### src/design/bss_pkg.sv
// Shared types and constants of the barcode scanline sampler.
package bss_pkg;

   // Fixed field widths of the result word
   localparam int WIDTH_W = 13;
   localparam int INDEX_W = 7;
   localparam int START_W = 12;

   // Output queue geometry
   localparam int OUTQ_DEPTH = 4;
   localparam int OUTQ_PTR_W = $clog2(OUTQ_DEPTH);
   localparam int OUTQ_CNT_W = $clog2(OUTQ_DEPTH + 1);

   // Result kinds
   typedef enum logic [1:0] {
      KIND_BIT   = 2'd0,
      KIND_NONE  = 2'd1,
      KIND_SHORT = 2'd2
   } kind_type;

   // One result word
   typedef struct packed {
      kind_type             kind;
      logic                 bit_value;
      logic [INDEX_W-1:0]   bit_index;
      logic [WIDTH_W-1:0]   module_width;
      logic [START_W-1:0]   start_pos;
      logic                 last;
   } result_type;

   // Up to two results produced by one pixel, always packed from slot zero
   typedef struct packed {
      logic       res0_valid;
      result_type res0;
      logic       res1_valid;
      result_type res1;
   } dec_out_type;

   // Output queue status towards the top level
   typedef struct packed {
      logic [OUTQ_CNT_W-1:0] level;
      logic                  has_room;
   } outq_status_type;

endpackage

### src/design/bss_decode.sv
// Per-row scanline decoder: finds the first bar, measures the module and samples the row.
module bss_decode #(
   parameter int MAX_ROW      = 4096,
   parameter int SAMPLE_COUNT = 67
) (
   input  logic                          clock,
   input  logic                          reset,
   input  logic                          accept,
   input  logic                          pixel,
   input  logic [bss_pkg::WIDTH_W-1:0]   eff_width,
   output bss_pkg::dec_out_type          dec_out
);
   import bss_pkg::*;

   // Largest effective row width that the 13-bit register can select
   localparam int EFF_MAX = (MAX_ROW < 8191) ? MAX_ROW : 8191;
   localparam int POS_W   = $clog2(EFF_MAX);
   localparam int CMP_W   = WIDTH_W + 1;
   localparam logic FIN_AT_ZERO = (SAMPLE_COUNT <= 1);
   localparam logic FIN_AT_ONE  = (SAMPLE_COUNT <= 2);
   localparam logic [WIDTH_W-1:0] RUN_MAX = {WIDTH_W{1'b1}};

   typedef enum logic [1:0] {
      PH_SEEK,
      PH_RUN,
      PH_SAMPLE,
      PH_DONE
   } phase_type;

   phase_type            phase_ff, phase_in;
   logic [POS_W-1:0]     position_ff, position_in;
   logic [POS_W-1:0]     first_dark_ff, first_dark_in;
   logic [WIDTH_W-1:0]   run_length_ff, run_length_in;
   logic [WIDTH_W-1:0]   countdown_ff, countdown_in;
   logic [INDEX_W-1:0]   index_ff, index_in;

   logic [CMP_W-1:0]     pos_ext;
   logic [CMP_W-1:0]     width_ext;
   logic                 row_end;
   logic                 near_end;
   logic                 sample_fin;
   logic [WIDTH_W-1:0]   run_inc;
   logic [INDEX_W-1:0]   index_next;
   logic [START_W-1:0]   start_out;

   function automatic result_type make_result(
      input kind_type           kind,
      input logic               bit_value,
      input logic [INDEX_W-1:0] bit_index,
      input logic [WIDTH_W-1:0] module_width,
      input logic [START_W-1:0] start_pos,
      input logic               last
   );
      result_type r;
      r.kind         = kind;
      r.bit_value    = bit_value;
      r.bit_index    = bit_index;
      r.module_width = module_width;
      r.start_pos    = start_pos;
      r.last         = last;
      return r;
   endfunction

   // Row position tests against the effective width
   assign pos_ext    = CMP_W'(position_ff);
   assign width_ext  = CMP_W'(eff_width);
   assign row_end    = (pos_ext + CMP_W'(1)) >= width_ext;
   assign near_end   = (pos_ext + CMP_W'(3)) >= width_ext;
   assign run_inc    = (run_length_ff < RUN_MAX) ? run_length_ff + WIDTH_W'(1) : run_length_ff;
   assign index_next = index_ff + INDEX_W'(1);
   assign sample_fin = ({1'b0, index_ff} + (INDEX_W + 1)'(1)) >= (INDEX_W + 1)'(SAMPLE_COUNT);
   assign start_out  = START_W'(first_dark_ff);

   // Next state and the results of the current pixel
   always_comb begin
      phase_in      = phase_ff;
      position_in   = position_ff;
      first_dark_in = first_dark_ff;
      run_length_in = run_length_ff;
      countdown_in  = countdown_ff;
      index_in      = index_ff;
      dec_out       = '0;

      case (phase_ff)
         PH_SEEK: begin
            if (pixel) begin
               first_dark_in = position_ff;
               if (near_end) begin
                  dec_out.res0_valid = 1'b1;
                  dec_out.res0 = make_result(KIND_NONE, 1'b0, '0, '0,
                                             START_W'(position_ff), 1'b1);
                  phase_in = PH_DONE;
               end else begin
                  dec_out.res0_valid = 1'b1;
                  dec_out.res0 = make_result(KIND_BIT, 1'b1, '0, '0,
                                             START_W'(position_ff), FIN_AT_ZERO);
                  run_length_in = WIDTH_W'(1);
                  phase_in = FIN_AT_ZERO ? PH_DONE : PH_RUN;
               end
            end else if (row_end) begin
               dec_out.res0_valid = 1'b1;
               dec_out.res0 = make_result(KIND_NONE, 1'b0, '0, '0, '0, 1'b1);
               phase_in = PH_DONE;
            end
         end
         PH_RUN: begin
            if (pixel) begin
               run_length_in = run_inc;
               if (row_end) begin
                  // The bar runs to the row end, so sample one is missing
                  dec_out.res0_valid = 1'b1;
                  dec_out.res0 = make_result(KIND_SHORT, 1'b0, INDEX_W'(1), run_inc,
                                             start_out, 1'b1);
                  phase_in = PH_DONE;
               end
            end else begin
               dec_out.res0_valid = 1'b1;
               dec_out.res0 = make_result(KIND_BIT, 1'b0, INDEX_W'(1), run_length_ff,
                                          start_out, FIN_AT_ONE);
               index_in = INDEX_W'(2);
               if (FIN_AT_ONE) begin
                  phase_in = PH_DONE;
               end else begin
                  countdown_in = run_length_ff - WIDTH_W'(1);
                  phase_in = PH_SAMPLE;
                  if (row_end) begin
                     dec_out.res1_valid = 1'b1;
                     dec_out.res1 = make_result(KIND_SHORT, 1'b0, INDEX_W'(2),
                                                run_length_ff, start_out, 1'b1);
                     phase_in = PH_DONE;
                  end
               end
            end
         end
         PH_SAMPLE: begin
            if (countdown_ff == '0) begin
               dec_out.res0_valid = 1'b1;
               dec_out.res0 = make_result(KIND_BIT, pixel, index_ff, run_length_ff,
                                          start_out, sample_fin);
               index_in = index_next;
               if (sample_fin) begin
                  phase_in = PH_DONE;
               end else begin
                  countdown_in = run_length_ff - WIDTH_W'(1);
                  if (row_end) begin
                     dec_out.res1_valid = 1'b1;
                     dec_out.res1 = make_result(KIND_SHORT, 1'b0, index_next,
                                                run_length_ff, start_out, 1'b1);
                     phase_in = PH_DONE;
                  end
               end
            end else begin
               countdown_in = countdown_ff - WIDTH_W'(1);
               if (row_end) begin
                  dec_out.res0_valid = 1'b1;
                  dec_out.res0 = make_result(KIND_SHORT, 1'b0, index_ff, run_length_ff,
                                             start_out, 1'b1);
                  phase_in = PH_DONE;
               end
            end
         end
         default: begin
         end
      endcase

      // The last pixel of a row returns the decoder to its start state
      if (row_end) begin
         phase_in      = PH_SEEK;
         position_in   = '0;
         first_dark_in = '0;
         run_length_in = '0;
         countdown_in  = '0;
         index_in      = '0;
      end else begin
         position_in = position_ff + POS_W'(1);
      end

      if (!accept) begin
         dec_out = '0;
      end
   end

   // Row state, advanced once per accepted pixel
   always_ff @(posedge clock) begin
      if (reset) begin
         phase_ff      <= PH_SEEK;
         position_ff   <= '0;
         first_dark_ff <= '0;
         run_length_ff <= '0;
         countdown_ff  <= '0;
         index_ff      <= '0;
      end else if (accept) begin
         phase_ff      <= phase_in;
         position_ff   <= position_in;
         first_dark_ff <= first_dark_in;
         run_length_ff <= run_length_in;
         countdown_ff  <= countdown_in;
         index_ff      <= index_in;
      end
   end

endmodule

### src/design/bss_outq.sv
// Small result queue that takes up to two words per cycle and hands out one.
module bss_outq (
   input  logic                      clock,
   input  logic                      reset,
   input  bss_pkg::dec_out_type      push,
   input  logic                      pop,
   output logic                      head_valid,
   output bss_pkg::result_type       head,
   output bss_pkg::outq_status_type  status
);
   import bss_pkg::*;

   result_type               entry_ff [OUTQ_DEPTH];
   logic [OUTQ_PTR_W-1:0]    wr_ptr_ff, wr_ptr_in;
   logic [OUTQ_PTR_W-1:0]    rd_ptr_ff, rd_ptr_in;
   logic [OUTQ_CNT_W-1:0]    level_ff, level_in;
   logic [1:0]               push_count;
   logic                     do_pop;

   // Occupancy bookkeeping
   assign push_count = {1'b0, push.res0_valid} + {1'b0, push.res1_valid};
   assign do_pop     = pop && (level_ff != '0);
   assign wr_ptr_in  = wr_ptr_ff + OUTQ_PTR_W'(push_count);
   assign rd_ptr_in  = rd_ptr_ff + OUTQ_PTR_W'(do_pop);
   assign level_in   = level_ff + OUTQ_CNT_W'(push_count) - OUTQ_CNT_W'(do_pop);

   assign head_valid      = (level_ff != '0);
   assign head            = entry_ff[rd_ptr_ff];
   assign status.level    = level_ff;
   assign status.has_room = (level_ff <= OUTQ_CNT_W'(OUTQ_DEPTH - 2));

   // Pointers and fill level
   always_ff @(posedge clock) begin
      if (reset) begin
         wr_ptr_ff <= '0;
         rd_ptr_ff <= '0;
         level_ff  <= '0;
      end else begin
         wr_ptr_ff <= wr_ptr_in;
         rd_ptr_ff <= rd_ptr_in;
         level_ff  <= level_in;
      end
   end

   // Result storage, written in arrival order
   always_ff @(posedge clock) begin
      if (push.res0_valid) begin
         entry_ff[wr_ptr_ff] <= push.res0;
      end
      if (push.res1_valid) begin
         entry_ff[wr_ptr_ff + OUTQ_PTR_W'(1)] <= push.res1;
      end
   end

endmodule

### src/design/barcode_scanline_sampler.sv
// Top level of the barcode scanline sampler: width register, decoder and result queue.
//
// The block takes one pixel word per cycle unless stalled, and each pixel is handled
// in the cycle that accepts it by the row decoder, whose results go straight into a
// four-word queue in front of the result port; a result word is on rsp_* at the
// earliest in the cycle after its pixel, or later while older words wait. A pixel gives
// at most two result words (the second only on a row's last pixel), and req_stall
// rises while fewer than two queue places are free. With an unstalled result port one
// word leaves per cycle, so the input stalls only when the rows make words faster than
// that, as rows of a few pixels that end on a sample and a short-row word can do. The
// row width written on the csr port is clamped to 1 .. MAX_ROW and applies from the
// next pixel on; the decoder starts a new row after each row's last pixel.
module barcode_scanline_sampler #(
   parameter int MAX_ROW      = 4096,
   parameter int SAMPLE_COUNT = 67
) (
   input  logic                          clock,
   input  logic                          reset,
   // Pixel input
   input  logic                          req_valid,
   output logic                          req_stall,
   input  logic                          req_pixel,
   // Result output
   output logic                          rsp_valid,
   input  logic                          rsp_stall,
   output logic [1:0]                    rsp_kind,
   output logic                          rsp_bit_value,
   output logic [bss_pkg::INDEX_W-1:0]   rsp_bit_index,
   output logic [bss_pkg::WIDTH_W-1:0]   rsp_module_width,
   output logic [bss_pkg::START_W-1:0]   rsp_start_pos,
   output logic                          rsp_last,
   // Row width register
   input  logic                          csr_wr_en,
   input  logic [bss_pkg::WIDTH_W-1:0]   csr_wr_data
);
   import bss_pkg::*;

   localparam int RESET_WIDTH = (MAX_ROW < 4096) ? MAX_ROW : 4096;

   logic [WIDTH_W-1:0]  width_ff, width_in;
   logic                accept;
   logic                pop;
   dec_out_type         dec_out;
   result_type          head;
   outq_status_type     outq_status;

   // Clamp the written row width into the usable range
   always_comb begin
      if (csr_wr_data == '0) begin
         width_in = WIDTH_W'(1);
      end else if (int'(csr_wr_data) > MAX_ROW) begin
         width_in = WIDTH_W'(MAX_ROW);
      end else begin
         width_in = csr_wr_data;
      end
   end

   always_ff @(posedge clock) begin
      if (reset) begin
         width_ff <= WIDTH_W'(RESET_WIDTH);
      end else if (csr_wr_en) begin
         width_ff <= width_in;
      end
   end

   // Handshakes
   assign req_stall = !outq_status.has_room;
   assign accept    = req_valid && !req_stall;
   assign pop       = rsp_valid && !rsp_stall;

   bss_decode #(
      .MAX_ROW      (MAX_ROW),
      .SAMPLE_COUNT (SAMPLE_COUNT)
   ) u_decode (
      .clock     (clock),
      .reset     (reset),
      .accept    (accept),
      .pixel     (req_pixel),
      .eff_width (width_ff),
      .dec_out   (dec_out)
   );

   bss_outq u_outq (
      .clock      (clock),
      .reset      (reset),
      .push       (dec_out),
      .pop        (pop),
      .head_valid (rsp_valid),
      .head       (head),
      .status     (outq_status)
   );

   // Result word onto the ports
   assign rsp_kind         = head.kind;
   assign rsp_bit_value    = head.bit_value;
   assign rsp_bit_index    = head.bit_index;
   assign rsp_module_width = head.module_width;
   assign rsp_start_pos    = head.start_pos;
   assign rsp_last         = head.last;

   // The queue never holds more words than it has places
   assert property (@(posedge clock) disable iff (reset)
      outq_status.level <= OUTQ_CNT_W'(OUTQ_DEPTH))
      else $error("result queue overfilled");

   // A second result in one cycle is always the closing short-row error after a first one
   assert property (@(posedge clock) disable iff (reset)
      dec_out.res1_valid |-> dec_out.res0_valid && dec_out.res1.last &&
                             dec_out.res1.kind == KIND_SHORT)
      else $error("second result out of order");

   // A result only appears after the decoder produced one
   assert property (@(posedge clock) disable iff (reset)
      $rose(rsp_valid) |-> $past(dec_out.res0_valid))
      else $error("result word appeared without a decoded pixel");

endmodule

### config.mk
export PLATFORM = sky130hd
export DESIGN_NAME = barcode_scanline_sampler
export DESIGN_NICKNAME = d
export VERILOG_FILES = /design/src/design/bss_pkg.sv /design/src/design/bss_decode.sv /design/src/design/bss_outq.sv /design/src/design/barcode_scanline_sampler.sv
export SDC_FILE = /design/constraint.sdc
export NUM_CORES = 1
export LEC_CHECK = 0
export BUFFER_PORTS_ARGS = -buffer_cell sky130_fd_sc_hd__buf_2
export CAP_MARGIN = 5
export CORE_ASPECT_RATIO = 2
export CORE_MARGIN = 3
export CORE_UTILIZATION = 55
export DETAILED_ROUTE_END_ITERATION = 16
export GPL_TIMING_DRIVEN = 0
export PLACE_DENSITY_LB_ADDON = 0.25
export SYNTH_ARGS = -nofsm -noshare
export SYNTH_HDL_FRONTEND = slang
export SYNTH_HIERARCHICAL = 1
export SYNTH_SLANG_ARGS = --single-unit
### constraint.sdc
create_clock -name clock -period 9.6 [get_ports clock]
set_input_delay 1.92 -clock clock [delete_from_list [all_inputs] [get_ports clock]]
set_output_delay 1.92 -clock clock [all_outputs]
set_load 0.02 [all_outputs]
* Word level (Yosys, flattened, before mapping)
Memory sizes are Yosys's and may differ from the RTL's. A register that Yosys moved wholly into a read port is not among the register bits. Cells that the tools add are included.
Storage, ports and cells: RAM bits 144, word-level logic and storage cells 107, output and inout port bits 38, flip-flop bits (word level) 79, memories kept 1
Operators by class: eq/ne operators 9, muxes and demuxes 48, add/sub/neg operators 14, reduce and logical (&&, ||, !) cells 19, order comparisons 6
Memories:
- u_outq.entry_ff | words 4, bits a word 36, rd ports 1, clocked after memory_dff 1, write ports 2, RTL line bss_outq.sv:13 | result_type entry_ff [OUTQ_DEPTH];
Operators by type and width (count):
- $mux 37 | 11
- $mux 13 | 11
- $pmux 37 s3 | 1
- $mux 74 | 1
- $pmux 37 s2 | 1
- $pmux 13 s2 | 2
- $mux 12 | 4
- $mux 35 | 1
- $ge 14x13->1 | 2
- $logic_not 13->1 | 2
- $sub 13x1->13 const B | 2
- $mux 7 | 3
- $mux 2 | 7
- $pmux 7 s2 | 1
- $add 12x1->13 const B | 1
- $add 12x2->13 const B | 1
- $add 13x1->13 const B | 1
- $gt 13x13->1 const B | 1
- $lt 13x13->1 const B | 1
- $add 12x1->12 const B | 1
- $ne 3x2->1 const B | 4
- $reduce_bool 3->1 | 3
- $add 7x1->8 const B | 1
- $ge 8x7->1 const B | 1
- 23 further kinds | 32

* Depth between registers and ports, before layout
Gate-level depths: netlist of the first run.
depth after elaboration 10, mapped depth 23, depth with buffers taken out 20

* By module
The synthesis of the first run kept the hierarchy.
By module, submodules not included:
- bss_outq | seq. area each 4464.3 µm², area an instance 7591.0 µm², cells each 394, instances 1
- bss_decode | seq. area each 1181.1 µm², area an instance 5350.1 µm², cells each 725, instances 1
- barcode_scanline_sampler | seq. area each 260.2 µm², area an instance 551.8 µm², cells each 63, instances 1

* Worst setup path after synthesis of the first run
No wires, ideal clock.
path type input port to flip-flop, from input req_valid, to memory u_outq/entry_ff[2][0] in the netlist's numbering (enable), path slack 3.404 ns, stages on the path 7, data required time 9.121 ns, data arrival time 5.717 ns, cell sequence and2_1 -> buf_6 -> nand2b_1 -> a211oi_1 -> nand2b_1 -> nand2b_1 -> o21ai_0
RTL lines:
- start: declaration | RTL line barcode_scanline_sampler.sv:20 | input logic req_valid,
- end: declaration | RTL line bss_outq.sv:13

==> flow_summary_export.csv, run 1 <==
group,metric,value,unit
outcome,outcome,"completed",
worst_hold_path,holdCritPathClass,"reg2reg",
global_routing,gr-usage-all-layers,26.2,%
global_routing,grt_pass1_vias,9870,
sta,timing.final.ws_setup,3.84,ns
synthesis,ys_ff_latch,223,
layout,synthToLayoutAreaGrowth,11.2,%
layout,drive_gt1_share,26.4,%
placement,port_buffers,56,
critical_path,worst_ep_required_time,9.99,ns
drt,drc,0,
layout,final_common_cell,"edfxtp_1",
worst_hold_path,holdPathEnd,"width_ff[7]$_SDFFE_PP0P_",
critical_path,path_class,"reg2reg",
sta,max_freq,0.173,GHz
clocking,numCtsBuffers,21,
worst_hold_path,hold_start,"width_ff[7]$_SDFFE_PP0P_",
critical_path,cp-end-kind,"flop",
global_routing,antenna_found_initial,0,
synthesis,synthTopCellsByArea,"edfxtp_1 32%, dfxtp_1 12%, mux2_2 8.8%, mux4_2 6.0%, ha_1 3.8%",
clocking,htree_levels,1,
synthesis,synth_flop_cell,"edfxtp_1",
clocking,clock_sinks,223,
power,p_leak,5.82,nW
clocking,post_cts_resized,0,
sta,slew-limit-headroom,14.6,%
critical_path,critPathMaxFanout,10,
sta,finalSetupViolations,0,
sta,fin_crit_sh,60.1,%
floorplanning,ios,57,
synthesis,synthCells,1182,
global_routing,overflow,0,
drt,totalWireLength,34.7,mm
placement,dp_slack,3.90,ns
synthesis,synth_edf_count,144,
layout,finalNetCount,1327,
drt,drtPass1Iterations,5,
clocking,cts.clk_slew.worst_paths,0.06,ns
synthesis,yosysSeqAreaShare,43.8,%
drt,detail-route-antenna-nets,0,
drt,via_count,9857,
synthesis,ys_async_sr_fraction,0,%
synthesis,syn-cell-area,13500,sq um
floorplanning,die_h,228,um
clocking,postCtsHoldBufs,0,
flow_run,cap_violations,0,
sta,rsz0062_at_grt,"false",
sta,layout_min_cycle_time,5.76,ns
sta,finalClockSkew,0.00891,ns
drt,viasPerCell,6.29,
sta,hold_viol,0,
global_routing,grt_max_degree,22,
floorplanning,dieArea,26600,sq um
layout,layout.cells.most_common_list,"144 x edfxtp_1, 106 x mux2_2, 79 x dfxtp_1",
floorplanning,start_util,56.2,%
critical_path,r2r_setup_slack,3.84,ns
clocking,cts-root-buf,"clkbuf_16",
placement,dpl.hpwl,25.3,mm
synthesis,synth_top_area_cell,"edfxtp_1",
layout,insertedDiodeCount,0,
power,ir_drop,0.125,mV
drt,dr.first_iter.drc_count,840,
clocking,cts_buffer_depth,3,
clocking,clk_latency,0.51,ns
power,p_per_area,200,nW/um^2
placement,gp_congestion,0.992,
sta,drv_slew,0,
critical_path,rr_startpoint,"u_decode/position_ff[2]$_SDFFE_PP0P_",
worst_hold_path,hold-path-cell-count,2,
critical_path,critPathLaunchType,"flop",
critical_path,r2r-end,"u_outq/level_ff[2]$_SDFF_PP0_",
drt,avgRoutedWirePerCell,22.1,um
critical_path,arrival,6.15,ns
sta,finalSetupTns,0,ns
floorplanning,dieWidth,117,um
sta,worst_slew_pin_slew,1.27,ns
synthesis,synth_top_area_share,32.0,%
synthesis,synthDistinctLibCells,83,
synthesis,postSynthAreaPerCell,11.4,sq um
floorplanning,coreArea,24000,sq um
global_routing,grt_pass1_wl,53.7,mm
clocking,cts_tree,"built",
clocking,cts_setup_buffers,0,
critical_path,ff2ff_path_depth,19,
floorplanning,row_count,80,
synthesis,yosysWarnings,6,
kinds of logic (layout without fill, tap and decap cells):
logic type,Yosys count,after routing,synth area share [%]
other,1,2,0.0278
AO/OA/AOI/OAI,211,211,10.8
multiplexers,186,186,19.4
buffers and inverters,124,221,4.98
AND/OR/NAND/NOR,349,349,13.8
flip-flops,223,223,43.8
XOR/XNOR,46,46,3.20
adder cells (fa/ha/maj),42,42,3.95
area by class of cell:
| type | count | area [sq um] |
|---|---|---|
| Fill cell | 1901 | 9010 |
| Multi-Input combinational cell | 836 | 6960 |
| Sequential cell | 223 | 5910 |
| Clock buffer | 26 | 587 |
| Buffer | 88 | 537 |
| Timing Repair Buffer | 60 | 383 |
| Tap cell | 287 | 359 |
| Clock inverter | 11 | 146 |
| Inverter | 36 | 135 |
sequential cells by signal, indices dropped and copies added, names as in the netlist:
name and cells:
u_decode/phase_ff 2, u_decode/position_ff 12, u_outq/entry_ff 144, u_decode/run_length_ff 13
width_ff 13, u_decode/countdown_ff 13, u_decode/index_ff 7, u_outq/rd_ptr_ff 2
u_outq/level_ff 3, u_outq/wr_ptr_ff 2, u_decode/first_dark_ff 12
report_power, final:
group          internal, mW  total, mW  switching (mW)  leakage [nW]
Sequential             1.13       1.19          0.0594          1.98
Clock                 0.521      0.895           0.373         0.357
Combinational         0.363      0.925           0.562          3.48
routing by layer:
metal | GRT usage, % | wire (um) | up-vias | part of all wire (%)
met3 | 2.69 | 1660 | 101 | 4.8
met5 | 0 | 0 | - | 0
met2 | 48.1 | 18600 | 358 | 54
li1 | - | - | 4603 | -
met4 | 11.7 | 1580 | 0 | 4.6
met1 | 30.0 | 12800 | 4795 | 37
worst max-delay path by stage:
stage | cells after the start | end | startpoint | slack, ns
3_3_place_gp | 14 | u_outq/entry_ff[0][11]$_DFFE_PP_ | u_decode/position_ff[2]$_SDFFE_PP0P_ | 0.15
6_report | 19 | u_outq/level_ff[2]$_SDFF_PP0_ | u_decode/position_ff[2]$_SDFFE_PP0P_ | 3.84
4_1_cts | 19 | u_outq/level_ff[2]$_SDFF_PP0_ | u_decode/position_ff[2]$_SDFFE_PP0P_ | 3.86
2_1_floorplan | 7 | u_outq/entry_ff[2][0]$_DFFE_PP_ | req_valid | 3.40
3_5_place_dp | 19 | u_outq/level_ff[2]$_SDFF_PP0_ | u_decode/position_ff[2]$_SDFFE_PP0P_ | 3.90
5_1_grt | 19 | u_outq/level_ff[2]$_SDFF_PP0_ | u_decode/position_ff[2]$_SDFFE_PP0P_ | 3.37
worst max-delay path, cell delays in order (launching register included):
cell and delay (ns):
dfxtp_1 0.31, clkbuf_1 0.37, nand2_1 0.26, nor2_1 0.25, nand3_1 0.26, nor2_1 0.21
xor2_1 0.27, ha_1 0.21, nand4_1 0.14, nor3_1 0.45, a21oi_2 0.24, a211oi_1 1.04
nand2b_1 0.31, ha_1 0.32, xnor2_1 0.18, ha_1 0.16, inv_1 0.05, fa_1 0.36
xor3_1 0.20, nor2_1 0.04
synth_stat cells (5+ instances only):
cell type  instances
mux2_1             6
a21oi_1           53
nand3_1           39
clkbuf_1          37
nand3b_1          12
and2_1            34
nand4_1           15
o21ai_0           37
a211oi_1           5
buf_2             18
nand2_1           74
mux4_2            36
nor2_1            68
edfxtp_1         144
o211ai_1          10
o21ai_1            7
xor2_1            24
or3_1              9
nor4_1             6
a22o_1            25
buf_6             14
mux2_2           106
and4_1             5
mux2_4            34
o31ai_1           11
xnor2_1           20
nor3_1            25
a31oi_1            6
and3_1            13
inv_1             35
nor2b_1           15
buf_4              8
dfxtp_1           79
nand2b_1          15
ha_1              41
buf_1              8
stage by stage:
| step | instance area (sq um) | cells | util [%] | hold WS (ns) | power (mW) |
|---|---|---|---|---|---|
| after floorplan | 13500 | 1183 | - | 0.439 | 1.85 |
| after global placement | 14100 | 1526 | 58.8 | 0.458 | 2.10 |
| after detailed placement | 14300 | 1530 | 59.4 | 0.462 | 2.12 |
| after CTS | 15000 | 1567 | 62.5 | 0.471 | 3.02 |
| after global routing | 15000 | 1567 | 62.5 | 0.498 | 3.14 |
| final | 15000 | 1567 | 62.5 | 0.467 | 3.01 |
(Power assumes the default switching activity.)
==> inputs of run 2 (changes only) <==
==> constraint.sdc (replaced) <==
create_clock -name clock -period 5.45 [get_ports clock]
set_input_delay 1.09 -clock clock [delete_from_list [all_inputs] [get_ports clock]]
set_output_delay 1.09 -clock clock [all_outputs]
set_load 0.02 [all_outputs]
==> run 2 against run 1 <==
  * Flip-flop and latch count is the same
  * Register-to-register slack lost 3.4 ns
  * Via count grew 0.17%
  * Global-route usage is essentially flat
  * Count of clock-buffer cells in the layout is the same
  * Utilization grew 0.11 points
  * Worst hold slack is essentially flat
  * Clock power grew 77%
==> flow_summary_export.csv, run 2 (synthesized netlist as in run 1, its figures left out) <==
group,metric,value,unit
worst_hold_path,hold-path-cell-count,2,
layout,drive_gt1_share,27.2,%
sta,fin_crit_sh,92.3,%
sta,finalClockSkew,0.00780,ns
critical_path,worst_ep_required_time,5.84,ns
outcome,outcome,"completed",
floorplanning,dieArea,26600,sq um
floorplanning,dieWidth,117,um
global_routing,antenna_found_initial,0,
sta,finalSetupViolations,0,
clocking,htree_levels,1,
placement,port_buffers,56,
drt,dr.first_iter.drc_count,834,
power,p_per_area,353,nW/um^2
sta,rsz0062_at_grt,"false",
clocking,cts-root-buf,"clkbuf_16",
drt,detail-route-antenna-nets,0,
clocking,clock_sinks,223,
drt,totalWireLength,34.7,mm
power,ir_drop,0.220,mV
global_routing,grt_max_degree,22,
floorplanning,coreArea,24000,sq um
critical_path,path_class,"reg2reg",
global_routing,grt_pass1_vias,9863,
clocking,postCtsHoldBufs,0,
clocking,numCtsBuffers,21,
placement,dpl.hpwl,25.3,mm
drt,avgRoutedWirePerCell,22.2,um
layout,insertedDiodeCount,0,
worst_hold_path,holdCritPathClass,"reg2reg",
drt,drc,0,
power,p_leak,5.83,nW
sta,layout_min_cycle_time,5.03,ns
placement,dp_slack,-0.252,ns
clocking,cts_tree,"built",
floorplanning,row_count,80,
clocking,cts.clk_slew.worst_paths,0.07,ns
flow_run,cap_violations,0,
sta,timing.final.ws_setup,0.419,ns
layout,largest_reg_flops,144,
critical_path,arrival,5.42,ns
layout,finalNetCount,1325,
drt,drtPass1Iterations,6,
clocking,cts_buffer_depth,3,
clocking,clk_latency,0.51,ns
sta,worst_slew_pin_slew,1.26,ns
sta,drv_slew,0,
drt,via_count,9874,
sta,hold_viol,0,
layout,final_common_cell,"edfxtp_1",
global_routing,overflow,0,
placement,gp_congestion,0.992,
sta,max_freq,0.199,GHz
drt,viasPerCell,6.31,
layout,fill_cells,1904,
layout,synthToLayoutAreaGrowth,11.4,%
global_routing,grt_pass1_wl,53.7,mm
floorplanning,die_h,228,um
layout,layout.cells.most_common_list,"144 x edfxtp_1, 106 x mux2_2, 78 x dfxtp_1",
sta,fin_hold_ws,0.467,ns
floorplanning,ios,57,
layout,top_register,"u_outq/entry_ff",
critical_path,critPathLaunchType,"flop",
floorplanning,start_util,56.2,%
sta,slew-limit-headroom,15.3,%
critical_path,ff2ff_path_depth,18,
critical_path,critPathMaxFanout,10,
global_routing,gr-usage-all-layers,26.2,%
critical_path,cp-end-kind,"flop",
[run 2: worst paths after layout]
| kind | start | to | slack [ns] |
|---|---|---|---|
| setup / recovery | u_decode/position_ff[1]$_SDFFE_PP0P_ | u_outq/level_ff[2]$_SDFF_PP0_ | 0.42 |
| setup reg to reg | u_decode/position_ff[1]$_SDFFE_PP0P_ | u_outq/level_ff[2]$_SDFF_PP0_ | 0.42 |
| hold / removal | width_ff[7]$_SDFFE_PP0P_ | width_ff[7]$_SDFFE_PP0P_ | 0.47 |
| hold reg to reg | width_ff[7]$_SDFFE_PP0P_ | width_ff[7]$_SDFFE_PP0P_ | 0.47 |
[run 2: worst max-delay path, stage by stage, from the launching register on]
cell,delay (ns)
dfxtp_1,0.49
ha_1,0.30
nand3_2,0.18
nor2_2,0.21
and3_1,0.25
and3_1,0.18
ha_1,0.18
nand4_1,0.15
nor3_1,0.45
a21oi_2,0.25
a211oi_2,0.67
nand2b_1,0.28
ha_1,0.31
xnor2_1,0.18
ha_1,0.16
inv_1,0.05
fa_1,0.36
xor3_1,0.20
nor2_1,0.04
[run 2: repair_timing]
item | CTS | global route
gates cloned | 0 | 0
endpoints found under the setup margin | 131 | 163
setup buffers | 0 | 1
pin swaps | 0 | 1
resized for setup | 1 | 12
[run 2: metal layers]
| layer | track usage, % | vias up | part of all wire (%) |
|---|---|---|---|
| met5 | 0 | - | 0 |
| met4 | 11.9 | 0 | 4.9 |
| met3 | 2.71 | 108 | 4.9 |
| met2 | 48.0 | 368 | 53 |
| met1 | 30.0 | 4805 | 37 |
| li1 | - | 4593 | - |
[run 2: final cells by class]
class | instances | area, sq um | share of cell area [%]
clock buffers | 26 | 587 | 3.90
clock inverters | 11 | 146 | 0.974
flip-flops and latches | 223 | 5910 | 39.3
repair buffers | 61 | 390 | 2.60
plain buffers | 85 | 531 | 3.53
inverters | 36 | 135 | 0.899
well taps | 287 | 359 | 2.39
multi-input cells | 836 | 6980 | 46.4
[run 2: through the flow]
step	area, sq um	total power, mW	TNS [ns]	std cells	util, %
2_1_floorplan	13500	3.26	-45.71	1183	-
3_3_place_gp	14100	3.70	-441.71	1526	58.8
3_5_place_dp	14300	3.74	-18.27	1530	59.4
4_1_cts	15000	5.32	0	1566	62.5
5_1_grt	15000	5.53	0	1565	62.6
6_report	15000	5.30	0	1565	62.6
[run 2: power by group]
part	leakage, nW	internal, mW	switching (mW)
combinational	3.49	0.641	0.991
clock	0.357	0.918	0.659
sequential	1.99	1.99	0.105
total	5.83	3.54	1.76
==> inputs of run 3 (changes only) <==
--- a/config.mk
+++ b/config.mk
@@ -7,9 +7,11 @@
 export LEC_CHECK = 0
 export BUFFER_PORTS_ARGS = -buffer_cell sky130_fd_sc_hd__buf_2
 export CAP_MARGIN = 5
+export CELL_PAD_IN_SITES_DETAIL_PLACEMENT = 0
+export CELL_PAD_IN_SITES_GLOBAL_PLACEMENT = 1
 export CORE_ASPECT_RATIO = 2
 export CORE_MARGIN = 3
-export CORE_UTILIZATION = 55
+export CORE_UTILIZATION = 51
 export DETAILED_ROUTE_END_ITERATION = 16
 export GPL_TIMING_DRIVEN = 0
 export PLACE_DENSITY_LB_ADDON = 0.25
==> run 3 against run 2 <==
  * Setup slack lost 0.12 ns
  * Flip-flop and latch count is the same
  * Utilization shrank 4.2 points
  * Die area grew 7.5%
  * Via count shrank 1.8%
  * Highest routed layer unchanged
  * First-iteration DRC count shrank 18%
  * Critical path depth is 2 higher
==> flow_summary_export.csv, run 3 (synthesized netlist as in run 1, its figures left out) <==
group,metric,value,unit
outcome,outcome,"completed",
global_routing,gr-usage-all-layers,24.7,%
placement,gp_congestion,0.898,
worst_hold_path,holdPathEnd,"width_ff[7]$_SDFFE_PP0P_",
clocking,cts.clk_slew.worst_paths,0.06,ns
layout,final_common_cell,"edfxtp_1",
clocking,clk_latency,0.53,ns
floorplanning,coreArea,25900,sq um
layout,finalNetCount,1328,
critical_path,rr_startpoint,"u_decode/position_ff[3]$_SDFFE_PP0P_",
clocking,cts_buffer_depth,3,
critical_path,critPathLaunchType,"flop",
drt,drc,0,
global_routing,grtUsageMet1,26.5,%
critical_path,arrival,5.55,ns
clocking,postCtsHoldBufs,0,
layout,insertedDiodeCount,0,
layout,design_area,15100,sq um
critical_path,critPathMaxFanout,8,
drt,detail-route-antenna-nets,0,
layout,drive_gt1_share,26.7,%
layout,largest_reg_flops,144,
power,ir_drop,0.221,mV
floorplanning,start_util,52.2,%
floorplanning,ios,57,
global_routing,antenna_found_initial,0,
critical_path,r2r-end,"u_outq/level_ff[2]$_SDFF_PP0_",
critical_path,path_cells,"nand2_1, nor2_1, nand3_1, nor2_1, xor2_1, ha_1, a21o_1, a21oi_2, nand2_1, a21oi_2, nand2_1, o221ai_1, nand2b_1, ha_1, xnor2_1, ha_1, inv_1, fa_1, xor3_1, nor2_1",
placement,postPlaceCellArea,14300,sq um
sta,hold_viol,0,
drt,totalWireLength,35.4,mm
floorplanning,dieArea,28600,sq um
critical_path,path_class,"reg2reg",
critical_path,max_stage_delay,0.52,ns
layout,fin_util,58.4,%
critical_path,cp-end-kind,"flop",
drt,avgRoutedWirePerCell,21.8,um
placement,port_buffers,56,
power,p_per_area,351,nW/um^2
sta,timing.final.ws_setup,0.304,ns
floorplanning,row_count,83,
sta,max_freq,0.194,GHz
sta,finalSetupViolations,0,
critical_path,slowest_stage,"dfxtp_1",
critical_path,startpoint,"u_decode/position_ff[3]$_SDFFE_PP0P_",
drt,viasPerCell,5.98,
global_routing,top_usage_layer,"met2",
global_routing,grt_pass1_vias,10100,
critical_path,worst_ep_required_time,5.86,ns
critical_path,cp_top_family,"simple AND/OR/NAND/NOR gates",
clocking,clock_sinks,223,
worst_hold_path,holdCritPathClass,"reg2reg",
floorplanning,die_h,236,um
clocking,cts-root-buf,"clkbuf_16",
global_routing,grt_max_degree,25,
sta,rsz0062_at_grt,"false",
sta,drv_slew,0,
power,p_leak,5.82,nW
sta,fin_crit_sh,94.4,%
layout,fill_cells,2216,
drt,via_count,9699,
drt,drtPass1Iterations,6,
clocking,cts_tree,"built",
sta,layout_min_cycle_time,5.15,ns
global_routing,grt_pass1_wl,55.3,mm
worst_hold_path,hold_start,"width_ff[7]$_SDFFE_PP0P_",
layout,synthToLayoutAreaGrowth,11.9,%
power,power,5.30,mW
layout,layout.cells.most_common_list,"144 x edfxtp_1, 106 x mux2_2, 78 x dfxtp_1",
critical_path,ff2ff_path_depth,20,
flow_run,cap_violations,0,
placement,dp_slack,-0.393,ns
critical_path,cp_num_buf_inv,1,
drt,dr.first_iter.drc_count,680,
clocking,numCtsBuffers,22,
critical_path,r2r_setup_slack,0.30,ns
worst_hold_path,hold-path-cell-count,2,
sta,worst_slew_pin_slew,1.09,ns
layout,top_register,"u_outq/entry_ff",
clocking,htree_levels,1,
global_routing,met3_usage,2.21,%
global_routing,met2_usage,47.9,%
floorplanning,dieWidth,121,um
global_routing,overflow,0,
sta,finalClockSkew,0.0130,ns
placement,dpl.hpwl,26.5,mm
sta,slew-limit-headroom,27.0,%
## run 3: cell types whose count changed in the layout (fill, tap and decap cells not counted), sizes merged
| cell | previous run | this run |
|---|---|---|
| inv | 39 | 38 |
| bufinv | 3 | 2 |
| clkinvlp | 1 | 2 |
| buf | 111 | 112 |
| clkbuf | 61 | 64 |
| clkinv | 4 | 6 |
## run 3: area by class of cell
| class | count | area [sq um] | area share [%] |
|---|---|---|---|
| Multi-Input combinational cell | 836 | 6970 | 46.2 |
| Sequential cell | 223 | 5910 | 39.1 |
| Clock buffer | 28 | 604 | 4.00 |
| Buffer | 86 | 533 | 3.53 |
| Tap cell | 340 | 425 | 2.82 |
| Timing Repair Buffer | 62 | 403 | 2.67 |
| Inverter | 36 | 135 | 0.895 |
| Clock inverter | 12 | 118 | 0.779 |
## run 3: worst max path at each step
stage	slack, ns	to	cells after the start
finish	0.30	u_outq/level_ff[2]$_SDFF_PP0_	20
global route	0.008	u_outq/level_ff[2]$_SDFF_PP0_	20
CTS	0.08	u_outq/level_ff[2]$_SDFF_PP0_	22
detailed placement	-0.39	u_outq/entry_ff[2][24]$_DFFE_PP_	15
global placement	-4.42	u_outq/entry_ff[2][24]$_DFFE_PP_	14
floorplan	-0.63	u_outq/entry_ff[2][0]$_DFFE_PP_	14
## run 3: per-layer routing
layer	share of wire, %	routed length, um
met1	36	12800
met5	0	0
met2	56	19800
met3	3.6	1290
met4	4.3	1520
## run 3: timing repair
item,CTS,global route
pin swaps,1,0
endpoints found under the hold margin,0,0
resized for setup,2,5
setup buffers,1,1
endpoints found under the setup margin,134,93
gates cloned,0,0
## run 3: worst min-delay path, delay by kind of cell (launching register included)
| kind | cells | cell delay [ns] |
|---|---|---|
| AOI/OAI and AO/OA | 1 | 0.05 |
| and+or+nand+nor | 1 | 0.07 |
| DFF | 1 | 0.31 |
## run 3: power by group
group	internal (mW)	total [mW]	switching, mW	leakage (nW)
sequential	1.99	2.09	0.104	1.99
clock	0.884	1.54	0.660	0.349
combinational	0.653	1.66	1.01	3.49
total	3.52	5.30	1.77	5.82
## run 3: stage by stage
stage / setup TNS [ns] / hold slack (ns) / std cells
3_5_place_dp: -30.75 / 0.468 / 1583
2_1_floorplan: -45.71 / 0.439 / 1183
3_3_place_gp: -477.48 / 0.458 / 1579
5_1_grt: 0 / 0.500 / 1623
6_report: 0 / 0.473 / 1623
4_1_cts: 0 / 0.478 / 1622
